[src/hw/rtl/x86enc_pkg.sv]
// x86enc_pkg: shared types and constants for the x86-64 instruction encoder.
// Used by the front, queue, back and top level; depends on nothing.
package x86enc_pkg;

	localparam int MAX_BYTES       = 12;
	localparam int LEN_W           = 4;
	localparam int ENC_QUEUE_DEPTH = 2;

	// Instruction kinds, dense numbering
	typedef enum logic [5:0] {
		K_PUSH      = 6'd0,  K_POP       = 6'd1,  K_RET       = 6'd2,  K_LEAVE     = 6'd3,
		K_MOV_I64   = 6'd4,  K_MOV_RR    = 6'd5,  K_MOV_LD    = 6'd6,  K_MOV_ST    = 6'd7,
		K_MOV_LDRIP = 6'd8,  K_MOV_STRIP = 6'd9,  K_MOVSX8    = 6'd10, K_MOVZX8    = 6'd11,
		K_LEA       = 6'd12, K_LEA_RIP   = 6'd13, K_ADD_RR    = 6'd14, K_SUB_RR    = 6'd15,
		K_ADD_I8    = 6'd16, K_SUB_I8    = 6'd17, K_IMUL_RR   = 6'd18, K_AND_RR    = 6'd19,
		K_OR_RR     = 6'd20, K_XOR_RR    = 6'd21, K_NEG       = 6'd22, K_NOT       = 6'd23,
		K_SHL_CL    = 6'd24, K_SAR_CL    = 6'd25, K_SHL_I8    = 6'd26, K_CMP_RR    = 6'd27,
		K_CMP_I32   = 6'd28, K_TEST_RR   = 6'd29, K_SETCC     = 6'd30, K_MOVZX8_B  = 6'd31,
		K_JMP       = 6'd32, K_JCC       = 6'd33, K_CALL      = 6'd34, K_CALL_R    = 6'd35,
		K_PUSH_I32  = 6'd36, K_ADD_RSP   = 6'd37, K_XCHG      = 6'd38, K_IDIV      = 6'd39,
		K_MOV_MI32  = 6'd40
	} kind_t;

	// Prefix and escape bytes
	localparam logic [7:0] REX_W      = 8'h48;
	localparam logic [7:0] REX_B      = 8'h41;
	localparam logic [7:0] REX_PLAIN  = 8'h40;
	localparam logic [7:0] ESC_0F     = 8'h0F;
	localparam logic [7:0] MOD_DIRECT = 8'hC0;
	localparam logic [7:0] MOD_DISP8  = 8'h40;
	localparam logic [7:0] MOD_DISP32 = 8'h80;
	localparam logic [7:0] SIB_NONE   = 8'h24;

	// One encoded instruction, byte 0 first
	typedef struct packed {
		logic [MAX_BYTES-1:0][7:0] bytes;
		logic [LEN_W-1:0]          len;
	} enc_item_t;

endpackage

[src/hw/rtl/x86enc_if.sv]
// x86enc_if: valid/ready channel interfaces for requests and encoded bytes.
// Standalone; no package dependency.
interface x86enc_req_if;
	logic               valid;
	logic               ready;
	logic [5:0]         kind;
	logic [3:0]         reg_a;
	logic [3:0]         reg_b;
	logic [3:0]         cond;
	logic signed [31:0] disp;
	logic [63:0]        immediate;

	modport source (output valid, kind, reg_a, reg_b, cond, disp, immediate, input ready);
	modport sink (input valid, kind, reg_a, reg_b, cond, disp, immediate, output ready);
endinterface

interface x86enc_byte_if;
	logic       valid;
	logic       ready;
	logic [7:0] out_byte;
	logic       last;

	modport source (output valid, out_byte, last, input ready);
	modport sink (input valid, out_byte, last, output ready);
endinterface

[src/hw/rtl/x86enc_front.sv]
// x86enc_front: accepts requests, picks prefix/opcode/ModRM/SIB/disp/imm
// fields and assembles the byte string into a stage register. Uses x86enc_pkg.
module x86enc_front (
	input  logic                  clk,
	input  logic                  arst_n,
	x86enc_req_if.sink            req,
	output logic                  push,
	output x86enc_pkg::enc_item_t item,
	input  logic                  full
);
	import x86enc_pkg::*;

	logic [3:0]  a, b;
	logic [2:0]  a_lo, b_lo;
	logic [31:0] d;
	logic [63:0] imm;

	logic        rex_en, modrm_en, sib_en;
	logic [7:0]  rex_byte, op0, op1, modrm;
	logic [1:0]  op_n;
	logic [3:0]  disp_n, imm_n;
	logic [31:0] disp_seg;
	logic [63:0] imm_seg;

	// memory operand helper values
	logic        d_zero, d_small, i_small;
	logic [7:0]  mb_mod;
	logic        mb_sib;
	logic [3:0]  mb_disp_n;
	logic [2:0]  mb_reg;

	logic [95:0]      tail;
	logic [LEN_W-1:0] len;
	logic             take;
	logic             valid_s1;
	enc_item_t        item_s1;

	assign a    = req.reg_a;
	assign b    = req.reg_b;
	assign a_lo = a[2:0];
	assign b_lo = b[2:0];
	assign d    = req.disp;
	assign imm  = req.immediate;

	assign d_zero  = (d == 32'd0);
	assign d_small = (&d[31:7]) | ~(|d[31:7]);
	assign i_small = (&imm[31:7]) | ~(|imm[31:7]);

	// ModRM form for [base+disp]
	always_comb begin
		mb_reg = (req.kind == K_MOV_MI32) ? 3'd0 : a_lo;
		mb_sib = (b_lo == 3'd4);
		if (d_zero && b_lo != 3'd5) begin
			mb_mod    = {2'b00, mb_reg, b_lo};
			mb_disp_n = 4'd0;
		end else if (d_small) begin
			mb_mod    = MOD_DISP8 | {2'b00, mb_reg, b_lo};
			mb_disp_n = 4'd1;
		end else begin
			mb_mod    = MOD_DISP32 | {2'b00, mb_reg, b_lo};
			mb_disp_n = 4'd4;
		end
	end

	// field selection by kind
	always_comb begin
		rex_en   = 1'b0;
		rex_byte = REX_W | {5'd0, a[3], 1'b0, b[3]};
		op_n     = 2'd1;
		op0      = 8'h90;
		op1      = 8'h00;
		modrm_en = 1'b0;
		modrm    = MOD_DIRECT | {2'b00, a_lo, b_lo};
		sib_en   = 1'b0;
		disp_n   = 4'd0;
		imm_n    = 4'd0;
		case (req.kind)
			K_PUSH, K_POP: begin
				rex_en   = a[3];
				rex_byte = REX_B;
				op0      = ((req.kind == K_PUSH) ? 8'h50 : 8'h58) | {5'd0, a_lo};
			end
			K_RET:   op0 = 8'hC3;
			K_LEAVE: op0 = 8'hC9;
			K_MOV_I64: begin
				rex_en   = 1'b1;
				rex_byte = REX_W | {7'd0, a[3]};
				op0      = 8'hB8 | {5'd0, a_lo};
				imm_n    = 4'd8;
			end
			K_MOV_RR, K_ADD_RR, K_SUB_RR, K_AND_RR, K_OR_RR, K_XOR_RR, K_CMP_RR,
			K_TEST_RR, K_XCHG: begin
				rex_en   = 1'b1;
				modrm_en = 1'b1;
				case (req.kind)
					K_MOV_RR:  op0 = 8'h8B;
					K_ADD_RR:  op0 = 8'h03;
					K_SUB_RR:  op0 = 8'h2B;
					K_AND_RR:  op0 = 8'h23;
					K_OR_RR:   op0 = 8'h0B;
					K_XOR_RR:  op0 = 8'h33;
					K_CMP_RR:  op0 = 8'h3B;
					K_TEST_RR: op0 = 8'h85;
					default:   op0 = 8'h87;
				endcase
			end
			K_MOVSX8, K_MOVZX8, K_MOVZX8_B, K_IMUL_RR: begin
				rex_en   = 1'b1;
				modrm_en = 1'b1;
				op_n     = 2'd2;
				op0      = ESC_0F;
				case (req.kind)
					K_MOVSX8:  op1 = 8'hBE;
					K_IMUL_RR: op1 = 8'hAF;
					default:   op1 = 8'hB6;
				endcase
			end
			K_MOV_LD, K_MOV_ST, K_LEA, K_MOV_MI32: begin
				rex_en   = 1'b1;
				modrm_en = 1'b1;
				modrm    = mb_mod;
				sib_en   = mb_sib;
				disp_n   = mb_disp_n;
				case (req.kind)
					K_MOV_LD: op0 = 8'h8B;
					K_MOV_ST: op0 = 8'h89;
					K_LEA:    op0 = 8'h8D;
					default: begin
						op0      = 8'hC7;
						rex_byte = REX_W | {7'd0, b[3]};
						imm_n    = 4'd4;
					end
				endcase
			end
			K_MOV_LDRIP, K_MOV_STRIP, K_LEA_RIP: begin
				rex_en   = 1'b1;
				rex_byte = REX_W | {5'd0, a[3], 2'b00};
				modrm_en = 1'b1;
				modrm    = {2'b00, a_lo, 3'd5};
				disp_n   = 4'd4;
				case (req.kind)
					K_MOV_LDRIP: op0 = 8'h8B;
					K_MOV_STRIP: op0 = 8'h89;
					default:     op0 = 8'h8D;
				endcase
			end
			K_ADD_I8, K_SUB_I8, K_NEG, K_NOT, K_SHL_CL, K_SAR_CL, K_SHL_I8, K_CMP_I32,
			K_CALL_R, K_IDIV: begin
				// single register in r/m, opcode extension in reg field
				rex_en   = 1'b1;
				rex_byte = REX_W | {7'd0, a[3]};
				modrm_en = 1'b1;
				case (req.kind)
					K_ADD_I8: begin
						op0 = 8'h83; modrm = MOD_DIRECT | {5'd0, a_lo}; imm_n = 4'd1;
					end
					K_SUB_I8: begin
						op0 = 8'h83; modrm = MOD_DIRECT | {2'b00, 3'd5, a_lo}; imm_n = 4'd1;
					end
					K_NEG:    begin op0 = 8'hF7; modrm = MOD_DIRECT | {2'b00, 3'd3, a_lo}; end
					K_NOT:    begin op0 = 8'hF7; modrm = MOD_DIRECT | {2'b00, 3'd2, a_lo}; end
					K_SHL_CL: begin op0 = 8'hD3; modrm = MOD_DIRECT | {2'b00, 3'd4, a_lo}; end
					K_SAR_CL: begin op0 = 8'hD3; modrm = MOD_DIRECT | {2'b00, 3'd7, a_lo}; end
					K_SHL_I8: begin
						op0 = 8'hC1; modrm = MOD_DIRECT | {2'b00, 3'd4, a_lo}; imm_n = 4'd1;
					end
					K_CMP_I32: begin
						op0   = i_small ? 8'h83 : 8'h81;
						modrm = MOD_DIRECT | {2'b00, 3'd7, a_lo};
						imm_n = i_small ? 4'd1 : 4'd4;
					end
					K_CALL_R: begin op0 = 8'hFF; modrm = MOD_DIRECT | {2'b00, 3'd2, a_lo}; end
					default:  begin op0 = 8'hF7; modrm = MOD_DIRECT | {2'b00, 3'd7, a_lo}; end
				endcase
			end
			K_SETCC: begin
				// byte registers spl..dil need a REX even without extension bits
				rex_en   = a[3] | a[2];
				rex_byte = REX_PLAIN | {7'd0, a[3]};
				op_n     = 2'd2;
				op0      = ESC_0F;
				op1      = 8'h90 | {4'd0, req.cond};
				modrm_en = 1'b1;
				modrm    = MOD_DIRECT | {5'd0, a_lo};
			end
			K_JMP:  begin op0 = 8'hE9; disp_n = 4'd4; end
			K_CALL: begin op0 = 8'hE8; disp_n = 4'd4; end
			K_JCC: begin
				op_n   = 2'd2;
				op0    = ESC_0F;
				op1    = 8'h80 | {4'd0, req.cond};
				disp_n = 4'd4;
			end
			K_PUSH_I32: begin op0 = 8'h68; imm_n = 4'd4; end
			K_ADD_RSP: begin
				rex_en   = 1'b1;
				rex_byte = REX_W;
				op0      = 8'h81;
				modrm_en = 1'b1;
				modrm    = 8'hC4;
				imm_n    = 4'd4;
			end
			default: op_n = 2'd0;
		endcase
	end

	// displacement field, zero when the form carries none
	always_comb begin
		case (disp_n)
			4'd0:    disp_seg = '0;
			4'd1:    disp_seg = {24'd0, d[7:0]};
			default: disp_seg = d;
		endcase
	end

	always_comb begin
		case (imm_n)
			4'd1:    imm_seg = {56'd0, imm[7:0]};
			4'd4:    imm_seg = {32'd0, imm[31:0]};
			default: imm_seg = imm;
		endcase
	end

	// assemble from the back: each field shifts the tail up by its size
	always_comb begin
		tail = {32'd0, imm_seg};
		tail = (tail << {disp_n, 3'b000}) | {64'd0, disp_seg};
		if (sib_en)
			tail = {tail[87:0], SIB_NONE};
		if (modrm_en)
			tail = {tail[87:0], modrm};
		if (op_n == 2'd2)
			tail = {tail[87:0], op1};
		if (op_n != 2'd0)
			tail = {tail[87:0], op0};
		if (rex_en)
			tail = {tail[87:0], rex_byte};
		if (op_n == 2'd0)
			len = '0;
		else
			len = LEN_W'({3'd0, rex_en} + {2'd0, op_n} + {3'd0, modrm_en} + {3'd0, sib_en}
				+ disp_n + imm_n);
	end

	// stage register; unknown kinds produce no bytes and are dropped here
	assign req.ready = !valid_s1 || !full;
	assign take      = req.valid && req.ready;
	assign push      = valid_s1 && !full;

	always_ff @(posedge clk or negedge arst_n) begin
		if (!arst_n) begin
			valid_s1 <= 1'b0;
		end else if (take) begin
			valid_s1 <= (len != '0);
		end else if (push) begin
			valid_s1 <= 1'b0;
		end
	end

	always_ff @(posedge clk) begin
		if (take) begin
			item_s1.bytes <= tail;
			item_s1.len   <= len;
		end
	end

	assign item = item_s1;

endmodule

[src/hw/rtl/x86enc_queue.sv]
// x86enc_queue: short FIFO of encoded instructions between front and back.
// Uses x86enc_pkg for the item type.
module x86enc_queue #(
	parameter int DEPTH = x86enc_pkg::ENC_QUEUE_DEPTH
) (
	input  logic                  clk,
	input  logic                  arst_n,
	input  logic                  push,
	input  x86enc_pkg::enc_item_t wr_item,
	output logic                  full,
	input  logic                  pop,
	output x86enc_pkg::enc_item_t head,
	output logic                  empty
);
	import x86enc_pkg::*;

	localparam int PTR_W = (DEPTH > 1) ? $clog2(DEPTH) : 1;
	localparam int CNT_W = $clog2(DEPTH + 1);

	enc_item_t        mem_q [DEPTH];
	logic [PTR_W-1:0] wr_ptr_q, rd_ptr_q;
	logic [CNT_W-1:0] count_q;

	assign full  = (count_q == CNT_W'(DEPTH));
	assign empty = (count_q == '0);
	assign head  = mem_q[rd_ptr_q];

	// pointers and occupancy
	always_ff @(posedge clk or negedge arst_n) begin
		if (!arst_n) begin
			wr_ptr_q <= '0;
			rd_ptr_q <= '0;
			count_q  <= '0;
		end else begin
			if (push)
				wr_ptr_q <= (wr_ptr_q == PTR_W'(DEPTH - 1)) ? '0 : wr_ptr_q + 1'b1;
			if (pop)
				rd_ptr_q <= (rd_ptr_q == PTR_W'(DEPTH - 1)) ? '0 : rd_ptr_q + 1'b1;
			if (push && !pop)
				count_q <= count_q + 1'b1;
			else if (pop && !push)
				count_q <= count_q - 1'b1;
		end
	end

	always_ff @(posedge clk) begin
		if (push)
			mem_q[wr_ptr_q] <= wr_item;
	end

endmodule

[src/hw/rtl/x86enc_back.sv]
// x86enc_back: walks the queue head one byte per cycle, while code.ready allows,
// into the output register and pops the entry after its last byte. Uses x86enc_pkg.
module x86enc_back (
	input  logic                  clk,
	input  logic                  arst_n,
	input  x86enc_pkg::enc_item_t head,
	input  logic                  empty,
	output logic                  pop,
	x86enc_byte_if.source         code
);
	import x86enc_pkg::*;

	logic [LEN_W-1:0] idx_q;
	logic             out_valid_q;
	logic [7:0]       out_byte_q;
	logic             last_q;
	logic             emit;
	logic             at_end;

	assign emit   = !empty && (!out_valid_q || code.ready);
	assign at_end = (idx_q == head.len - 1'b1);
	assign pop    = emit && at_end;

	// byte index and output valid
	always_ff @(posedge clk or negedge arst_n) begin
		if (!arst_n) begin
			idx_q       <= '0;
			out_valid_q <= 1'b0;
		end else if (emit) begin
			idx_q       <= at_end ? '0 : idx_q + 1'b1;
			out_valid_q <= 1'b1;
		end else if (code.ready) begin
			out_valid_q <= 1'b0;
		end
	end

	always_ff @(posedge clk) begin
		if (emit) begin
			out_byte_q <= head.bytes[idx_q];
			last_q     <= at_end;
		end
	end

	assign code.valid    = out_valid_q;
	assign code.out_byte = out_byte_q;
	assign code.last     = last_q;

endmodule

[src/hw/rtl/x86_64_instruction_encoder.sv]
// x86_64_instruction_encoder: top level, front encoder, queue and byte emitter.
// Uses x86enc_pkg, x86enc_if, x86enc_front, x86enc_queue, x86enc_back.
//
// Usage:
//   req  (sink): one instruction request per transfer: kind, reg_a, reg_b,
//        cond, disp, immediate. Kinds 41..63 are taken and produce nothing.
//   code (source): the machine code, one byte per transfer, last set on
//        the final byte of each instruction (1 to 12 bytes).
// Path: front stage register, then the queue, then the output register.
// Throughput: one byte per cycle from the single output register while
//   code.ready is high; requests are taken every cycle
//   while the queue between front and back has room (QUEUE_DEPTH entries
//   plus the front stage register).
// Reset: arst_n clears the stage valid, queue pointers and output valid;
//   nothing is in flight afterwards.
// Stall: when code.ready is low the current byte holds; the queue fills,
//   then req.ready drops until bytes drain again.
module x86_64_instruction_encoder #(
	parameter int QUEUE_DEPTH = x86enc_pkg::ENC_QUEUE_DEPTH
) (
	input  logic          clk,
	input  logic          arst_n,
	x86enc_req_if.sink    req,
	x86enc_byte_if.source code
);
	import x86enc_pkg::*;

	logic      push, full, pop, empty;
	enc_item_t front_item, head_item;

	x86enc_front u_front (
		.clk    (clk),
		.arst_n (arst_n),
		.req    (req),
		.push   (push),
		.item   (front_item),
		.full   (full)
	);

	x86enc_queue #(
		.DEPTH (QUEUE_DEPTH)
	) u_queue (
		.clk     (clk),
		.arst_n  (arst_n),
		.push    (push),
		.wr_item (front_item),
		.full    (full),
		.pop     (pop),
		.head    (head_item),
		.empty   (empty)
	);

	x86enc_back u_back (
		.clk    (clk),
		.arst_n (arst_n),
		.head   (head_item),
		.empty  (empty),
		.pop    (pop),
		.code   (code)
	);

endmodule
[src/flat_wrapper.sv]
// flat-port wrapper written by rule: the top's interface ports become plain ports
module x86_64_instruction_encoder_flat import x86enc_pkg::*;
#(
	parameter int QUEUE_DEPTH = x86enc_pkg::ENC_QUEUE_DEPTH
)
  (clk, arst_n, req_valid, req_kind, req_reg_a, req_reg_b, req_cond, req_disp, req_immediate, req_ready, code_valid, code_out_byte, code_last, code_ready);
  x86enc_req_if req_i ();
  x86enc_byte_if code_i ();
  input  logic clk;
  input  logic arst_n;
  input wire logic [$bits(req_i.valid)-1:0] req_valid;
  input wire logic [$bits(req_i.kind)-1:0] req_kind;
  input wire logic [$bits(req_i.reg_a)-1:0] req_reg_a;
  input wire logic [$bits(req_i.reg_b)-1:0] req_reg_b;
  input wire logic [$bits(req_i.cond)-1:0] req_cond;
  input wire logic [$bits(req_i.disp)-1:0] req_disp;
  input wire logic [$bits(req_i.immediate)-1:0] req_immediate;
  output wire logic [$bits(req_i.ready)-1:0] req_ready;
  output wire logic [$bits(code_i.valid)-1:0] code_valid;
  output wire logic [$bits(code_i.out_byte)-1:0] code_out_byte;
  output wire logic [$bits(code_i.last)-1:0] code_last;
  input wire logic [$bits(code_i.ready)-1:0] code_ready;
  assign req_i.valid = req_valid;
  assign req_i.kind = req_kind;
  assign req_i.reg_a = req_reg_a;
  assign req_i.reg_b = req_reg_b;
  assign req_i.cond = req_cond;
  assign req_i.disp = req_disp;
  assign req_i.immediate = req_immediate;
  assign req_ready = req_i.ready;
  assign code_valid = code_i.valid;
  assign code_out_byte = code_i.out_byte;
  assign code_last = code_i.last;
  assign code_i.ready = code_ready;
  x86_64_instruction_encoder #(.QUEUE_DEPTH(QUEUE_DEPTH)) u_core (.clk(clk), .arst_n(arst_n), .req(req_i), .code(code_i));
endmodule
[config.mk]
export PLATFORM = sky130hd
export DESIGN_NAME = x86_64_instruction_encoder_flat
export DESIGN_NICKNAME = d
export VERILOG_FILES = /design/src/hw/rtl/x86enc_pkg.sv /design/src/hw/rtl/x86enc_if.sv /design/src/hw/rtl/x86enc_front.sv /design/src/hw/rtl/x86enc_queue.sv /design/src/hw/rtl/x86enc_back.sv /design/src/hw/rtl/x86_64_instruction_encoder.sv /design/src/flat_wrapper.sv
export SDC_FILE = /design/constraint.sdc
export NUM_CORES = 1
export LEC_CHECK = 0
export BUFFER_PORTS_ARGS = -buffer_cell sky130_fd_sc_hd__buf_2
export CORE_MARGIN = 2
export CORE_UTILIZATION = 43
export CTS_CLUSTER_DIAMETER = 150
export DETAILED_ROUTE_END_ITERATION = 10
export PLACE_DENSITY = 0.71
export RECOVER_POWER = 50
export SYNTH_ARGS = -nofsm -noshare
export SYNTH_HDL_FRONTEND = slang
export SYNTH_SLANG_ARGS = --single-unit
[constraint.sdc]
create_clock -name clk -period 13.7 [get_ports clk]
set_clock_uncertainty 0.2 [all_clocks]
set_input_delay 0 -clock clk [delete_from_list [all_inputs] [get_ports clk]]
set_output_delay 0 -clock clk [all_outputs]
set_load 0.03 [all_outputs]
Word-level counts from Yosys, hierarchy flattened:

Memory sizes are Yosys's and may differ from the RTL's.
Index checks and enable logic that the tools add are counted.

* input port bits: 118
* memory bits (read-only): 192
* memories kept: 2
* RAM bits: 200
* output and inout bits: 11
* register bits after elaboration: 119
* word-level logic and storage cells: 187

Memory list
* u_core.u_queue.mem_q: depth 2, bits a word 100, rd ports 1, clocked after Yosys merged registers in 0, write ports 1, RTL line x86enc_queue.sv:20 `enc_item_t mem_q [DEPTH];`
* (no name shown): depth 32, bits a word 6, rd ports 1, clocked after Yosys merged registers in 0, write ports 0, RTL line x86enc_front.sv:95 `case (req.kind)`

* add/subtract/negate cells: 11
* muxes and demuxes: 48
* reductions and logical operators: 48
* equal/unequal tests: 48
* shift operators: 1
* magnitude comparators: 1
* bitwise operators: 7

Operators by type and width (count)
* $mux W96: 5
* $pmux W64 S2: 1
* $pmux W8 S13: 1
* $eq A6 B5 Y1 const B: 16
* $or A96 B32 Y96: 1
* $shl A64 B7 Y96: 1
* $pmux W32 S2: 1
* $reduce_or A32 Y1: 2
* $eq A6 B6 Y1 const B: 9
* $reduce_and A25 Y1: 2
* $reduce_or A25 Y1: 2
* $eq A6 B4 Y1 const B: 8
* $pmux W8 S5: 1
* $pmux W7 S5: 1
* $reduce_or A35 Y1: 1
* $bmux W8 S4: 1
* $logic_not A32 Y1: 1
* $mux W8: 4
* $pmux W6 S5: 1
* $eq A6 B3 Y1 const B: 4
* $pmux W4 S6: 1
* $pmux W8 S3: 1
* $pmux W7 S3: 1
* $mux W4: 4
* other kinds (45): 94

Depth between registers and ports, before layout:

* word-level depth: 15
* gate-level depth with buffers: 20
* gate-level depth less buffers: 15

Cells and area by module:

Synthesis repeated with hierarchy kept, for this count alone.

* cell total of the unflattened synthesis: 1963
* area total of the unflattened synthesis: 21070.2 um2

Modules (own cells, without submodules)
* x86enc_front: cells an instance 1513, area each 11720.0 um2, times used 1, seq. area each 3027.9 um2
* x86enc_queue: cells an instance 327, area each 7852.5 um2, times used 1, seq. area each 6105.9 um2
* x86enc_back: cells an instance 123, area each 1497.7 um2, times used 1, seq. area each 395.4 um2

Worst setup path after synthesis:

OpenSTA, ideal clock, no wires.

* path type: register -> register
* start: register u_core.u_queue.count_q[0]
* end: memory u_core.u_queue.mem_q[0][0] in the netlist's numbering (enable)
* library setup time: 0.559 ns
* cell stages (with the launch flop): 4
* period minus slack after synthesis: 5.554 ns
* required time: 12.941 ns
* buffers on the path: 0
* slack: 8.146 ns
* arrival: 4.794 ns
* cell sequence: dfrtp_1 -> nand2b_1 -> nand2_1 -> nor2_1

* longest elaborated chain between the ends: 5

Ends and longest elaborated chain
* from (decl): RTL line x86enc_queue.sv:22 `logic [CNT_W-1:0] count_q;`
* from (signal assigned): RTL line x86enc_queue.sv:40 `count_q <= count_q + 1'b1;`
* from (signal assigned): RTL line x86enc_queue.sv:42 `count_q <= count_q - 1'b1;`
* $eq A2 B2 Y1: RTL line x86enc_queue.sv:24 `assign full = (count_q == CNT_W'(DEPTH));`
* $logic_not A1 Y1: RTL line x86enc_front.sv:248 `assign push = valid_s1 && !full;`
* $logic_and A1 B1 Y1: RTL line x86enc_front.sv:248
* $mux W1: RTL line x86enc_queue.sv:47 `if (push)`
* $mux W1 (implied by the code): RTL line x86enc_queue.sv:48 `mem_q[wr_ptr_q] <= wr_item;`
* to (decl): RTL line x86enc_queue.sv:20

No other way between the ends.

Worst setup path after layout:

* start: input port req_kind[0]
* end: register u_core.u_front.valid_s1

* longest elaborated chain between the ends: 11
* elaborated cells on any way between the ends: 69
* classes of those cells: 5 x add/sub; 40 x eq/ne; 10 x mux; 14 x reduce/logical

Ends and longest elaborated chain
* from (decl): RTL line flat_wrapper.sv:12 `input wire logic [$bits(req_i.kind)-1:0] req_kind;`
* $eq A6 B6 Y1 (tied with other cells): RTL line x86enc_front.sv:77 `case (req.kind)`
* $reduce_or A32 Y1 (no line) (tied with other cells)
* $pmux W1 S3 / $pmux W2 S2 (equally long branches): RTL line x86enc_front.sv:77
* $add A1 B2 Y3: RTL line x86enc_front.sv:241 `len = LEN_W'({3'd0, rex_en} + {2'd0, op_n} + {3'd0, modrm_en} + {3'd0, sib_en}`
* $add A3 B1 Y4: RTL line x86enc_front.sv:241
* $add A4 B1 Y4: RTL line x86enc_front.sv:241
* $add A4 B4 Y4 (2 in series): RTL line x86enc_front.sv:242 `+ disp_n + imm_n);`
* $mux W4 *: RTL line x86enc_front.sv:238 `if (op_n == 2'd0)`
* named net u_core.u_front.len[2]: RTL line x86enc_front.sv:33 `logic [LEN_W-1:0] len;`
* $reduce_bool A4 Y1 *: RTL line x86enc_front.sv:254 `valid_s1 <= (len != '0);`
* $mux W1 *: RTL line x86enc_front.sv:253 `end else if (take) begin`
* to (signal assigned): RTL line x86enc_front.sv:254
* to (decl): RTL line x86enc_front.sv:35 `logic valid_s1;`

Mark *: on every way through the listed nets, which the timed path passes. The rest lies on a longest branch.
A chain may end at the register's enable or synchronous reset.

==> flow_metrics.env <==
export IMPL_viasPerCell=6.55
export IMPL_synth_warnings=0
export IMPL_final_instance_count_excl_fill=2463
export IMPL_nets=1980
export IMPL_endpoint="u_core.u_front.valid_s1$_DFFE_PN0P_"
export IMPL_grt_setup_unrepaired="no"
export IMPL_ys_seq_elements=319
export IMPL_grt_max_degree=78
export IMPL_grt_pass1_vias=15178
export IMPL_r2r_cells=5
export IMPL_relSlewSlack_pct=-69.6
export IMPL_area_delta_synth_final_pct=10.4
export IMPL_r2r_end="u_core.u_queue.mem_q[0][23]$_DFFE_PP_"
export IMPL_drive_above_1_share_pct=17.1
export IMPL_pwr_share_seq_pct=44.6
export IMPL_placed_cells=2394
export IMPL_start_util_pct=43.6
export IMPL_drtAntennaViolNets=0
export IMPL_hold_viol_final=0
export IMPL_critPathMaxFanout=33
export IMPL_clkSinkCount=319
export IMPL_regToRegSetupSlack_ps=9540
export IMPL_drv_cap=3
export IMPL_leakage_nw=7.48
export IMPL_cp_required_ps=13900
export IMPL_vias=16125
export IMPL_intPower_w=0.00227
export IMPL_avgRoutedWirePerCell_um=27.1
export IMPL_synth_area_leader_cell="edfxtp_1"
export IMPL_p_comb_share_pct=33.5
export IMPL_cts_resized=0
export IMPL_path_buf_inv=4
export IMPL_diodes=0
export IMPL_chipWidth_um=216
export IMPL_wl_mm=66.7
export IMPL_layout_min_cycle_time_ps=4860
export IMPL_io_buffers=128
export IMPL_seq_area_frac_synth_pct=49.3
export IMPL_p_clk_share_pct=21.9
export IMPL_crit_chain="buf_2 -> inv_1 -> nor2_1 -> a22oi_1 -> o22ai_1 -> a21o_1 -> buf_4 -> inv_2 -> fa_1 -> fa_1 -> ha_1 -> fa_1 -> xnor2_1 -> nor2_1 -> o41ai_1 -> nand2_1"
export IMPL_syn_cell_area_um2=19300
export IMPL_track_usage_pct=28.1
export IMPL_r2r_start="u_core.u_queue.count_q[0]$_DFFE_PN0P_"
export IMPL_worst_path_stages=16
export IMPL_drc=0
export IMPL_synth_area_leaders="edfxtp_1 (48%), mux4_2 (6.5%), nand2_1 (3.8%)"
export IMPL_dr_pass1_iters=8
export IMPL_hold_buffers=19
export IMPL_gr_total_overflow=0
export IMPL_drt_iter0_drc=2369
export IMPL_dp_hpwl_mm=47.8
export IMPL_ios=129
export IMPL_finalSetupViolCount=0
export IMPL_max_freq_mhz=206
export IMPL_cp_top_family="adder cells"
export IMPL_synth_cells=1789
export IMPL_cts_tree="yes"
export IMPL_synth_flop_cell="edfxtp_1"
export IMPL_cpMostUsedCell="fa_1"
export IMPL_die_h_um=216
export IMPL_clockRootBuffer="clkbuf_16"
export IMPL_start_kind="primary input"
export IMPL_ir_drop_mv=0.161
export IMPL_antenna_found_initial=0
export IMPL_numCtsBuffers=28
export IMPL_critPathLaunch="req_kind[0]"
export IMPL_max_stage_delay_ps=590
export IMPL_status="finished with violations"
export IMPL_dieArea_um2=46700
export IMPL_synth_async_reset_ratio_pct=3.13
export IMPL_violations="max-capacitance violations, max-slew violations"
export IMPL_synth_nets=1918
export IMPL_worst_slew_pin_slew_ps=2540
export IMPL_crit_type="primary input to flop"
export IMPL_place_congestion=0.971
export IMPL_fin_crit_sh_pct=35.5
export IMPL_cts_buffer_depth=3
export IMPL_arrival_ps=5060
export IMPL_setup_tns_ps=0
export IMPL_path_clk_slew_ps=60
export IMPL_netSwitchingFraction_pct=33.7
export IMPL_utilization_pct=48.2
export IMPL_clock_latency_ps=550
export IMPL_cts_setup_buffers=0
export IMPL_coreArea_um2=44300
export IMPL_critPathCaptureType="flop"
export IMPL_p_switching_w=0.00116
export IMPL_grt_pass1_wl_mm=99.7
export IMPL_ys_types=95
export IMPL_cts_max_level=1
export IMPL_synth_top_area_share_pct=48.0
export IMPL_std_cell_rows=77
export IMPL_syn_area_per_cell_um2=10.8
export IMPL_powerDensity_nw_per_um2=161
export IMPL_hold_class="primary input to flop"
export IMPL_cp_slowest_cell="fa_1"
export IMPL_finalMaxSlewViolations=118
export IMPL_synth_edf_count=309
sequential cells by signal, indices dropped and copies added, names as in the netlist:
name	flops
u_core.u_front.valid_s1	1
u_core.u_front.item	100
u_core.u_queue.count_q	2
u_core.u_queue.mem_q	200
u_core.u_back.code.out_byte	8
u_core.u_back.code.valid	1
u_core.u_queue.rd_ptr_q	1
u_core.u_back.idx_q	4
u_core.u_queue.wr_ptr_q	1
u_core.u_back.code.last	1
metrics by stage:
| stage | hold slack, ps | total power [W] | setup slack [ps] | area (µm²) |
|---|---|---|---|---|
| 2_1_floorplan | -496 | 0.00231 | 8150 | 19300 |
| 3_3_place_gp | -311 | 0.00265 | 8510 | 20300 |
| 3_5_place_dp | -309 | 0.00268 | 8470 | 20300 |
| 4_1_cts | 4.87 | 0.00345 | 8990 | 21400 |
| 5_1_grt | 24.7 | 0.00359 | 8610 | 21300 |
| 6_report | 27.8 | 0.00343 | 8840 | 21300 |
power by group through the flow:
| stage | registers (W) | logic, W | clock network, W |
|---|---|---|---|
| finish | 0.00153 | 0.00115 | 0.000752 |
| global route | 0.00156 | 0.00123 | 0.000802 |
| CTS | 0.00153 | 0.00115 | 0.000766 |
| detailed placement | 0.00154 | 0.00114 | 0 |
| global placement | 0.00152 | 0.00113 | 0 |
| floorplan | 0.00152 | 0.000789 | 0 |
how the worst min path moves through the flow:
stage | endpoint | startpoint | slack (ps) | cells past startpoint
CTS | u_core.u_front.item[99]$_DFFE_PP_ | req_immediate[63] | 5 | 5
global placement | u_core.u_back.idx_q[1]$_DFFE_PN0P_ | arst_n | -310 | 1
global route | u_core.u_front.item[7]$_DFFE_PP_ | req_reg_a[2] | 20 | 5
detailed placement | u_core.u_back.idx_q[2]$_DFFE_PN0P_ | arst_n | -310 | 1
floorplan | u_core.u_back.code.valid$_DFFE_PN0P_ | arst_n | -500 | 0
finish | u_core.u_front.item[7]$_DFFE_PP_ | req_reg_a[2] | 30 | 5
cell type report:
cell class | count | area, µm²
clock buffers | 40 | 796
clock inverters | 10 | 90.1
fillers | 4068 | 23000
inverters | 29 | 111
multi-input cells | 1294 | 9020
flip-flops and latches | 319 | 9530
well taps | 592 | 741
repair buffers | 179 | 1050
layer usage:
layer	vias to the layer above	GRT usage [%]	routed length, µm
met5	-	0	0
met3	113	4.18	6320
met1	7963	42.2	28900
met2	927	42.1	29400
li1	7122	-	-
met4	0	8.45	2170
cells by family (layout without fill, tap and decap cells):
| logic type | count (synthesis) | in the layout | synth area share [%] |
|---|---|---|---|
| AND/OR/NAND/NOR | 512 | 512 | 12.0 |
| multiplexers | 155 | 155 | 12.0 |
| XOR/XNOR | 15 | 15 | 0.679 |
| adder cells (fa/ha/maj) | 11 | 11 | 0.828 |
| AO/OA/AOI/OAI | 601 | 601 | 21.1 |
| flip-flops | 319 | 319 | 49.3 |
| buffers and inverters | 176 | 258 | 4.14 |
cell usage in the layout (no fill, tap or decap), types with 18 or more instances in the layout:
cell type,count
edfxtp_1,309
nand2_1,194
a21oi_1,140
nor2_1,127
buf_2,117
o21ai_0,101
mux2i_1,70
mux4_2,56
nand3_1,43
o21ai_1,39
o22ai_1,37
a22oi_1,34
buf_4,31
clkbuf_16,28
nor3_1,27
inv_1,23
a211oi_1,23
mux2_2,22
a221oi_1,19
clkbuf_1,19
dlygate4sd3_1,19
nor4_1,18
a31oi_1,18
worst reg2reg max path, delay by kind of cell (launching register included):
kind	cells	cell delay [ps]
buffers and inverters	2	2680
AND/OR/NAND/NOR	3	380
flip-flops	1	440
cells in the mapped netlist (all sizes together) (24+ instances only):
cell,n
a211oi,28
a21oi,144
a221oi,24
a22oi,34
buf,87
clkbuf,60
edfxtp,309
inv,29
mux2,24
mux2i,75
mux4,56
nand2,195
nand3,43
nor2,130
nor3,28
o21ai,143
o22ai,39
(Power assumes the default switching activity.)
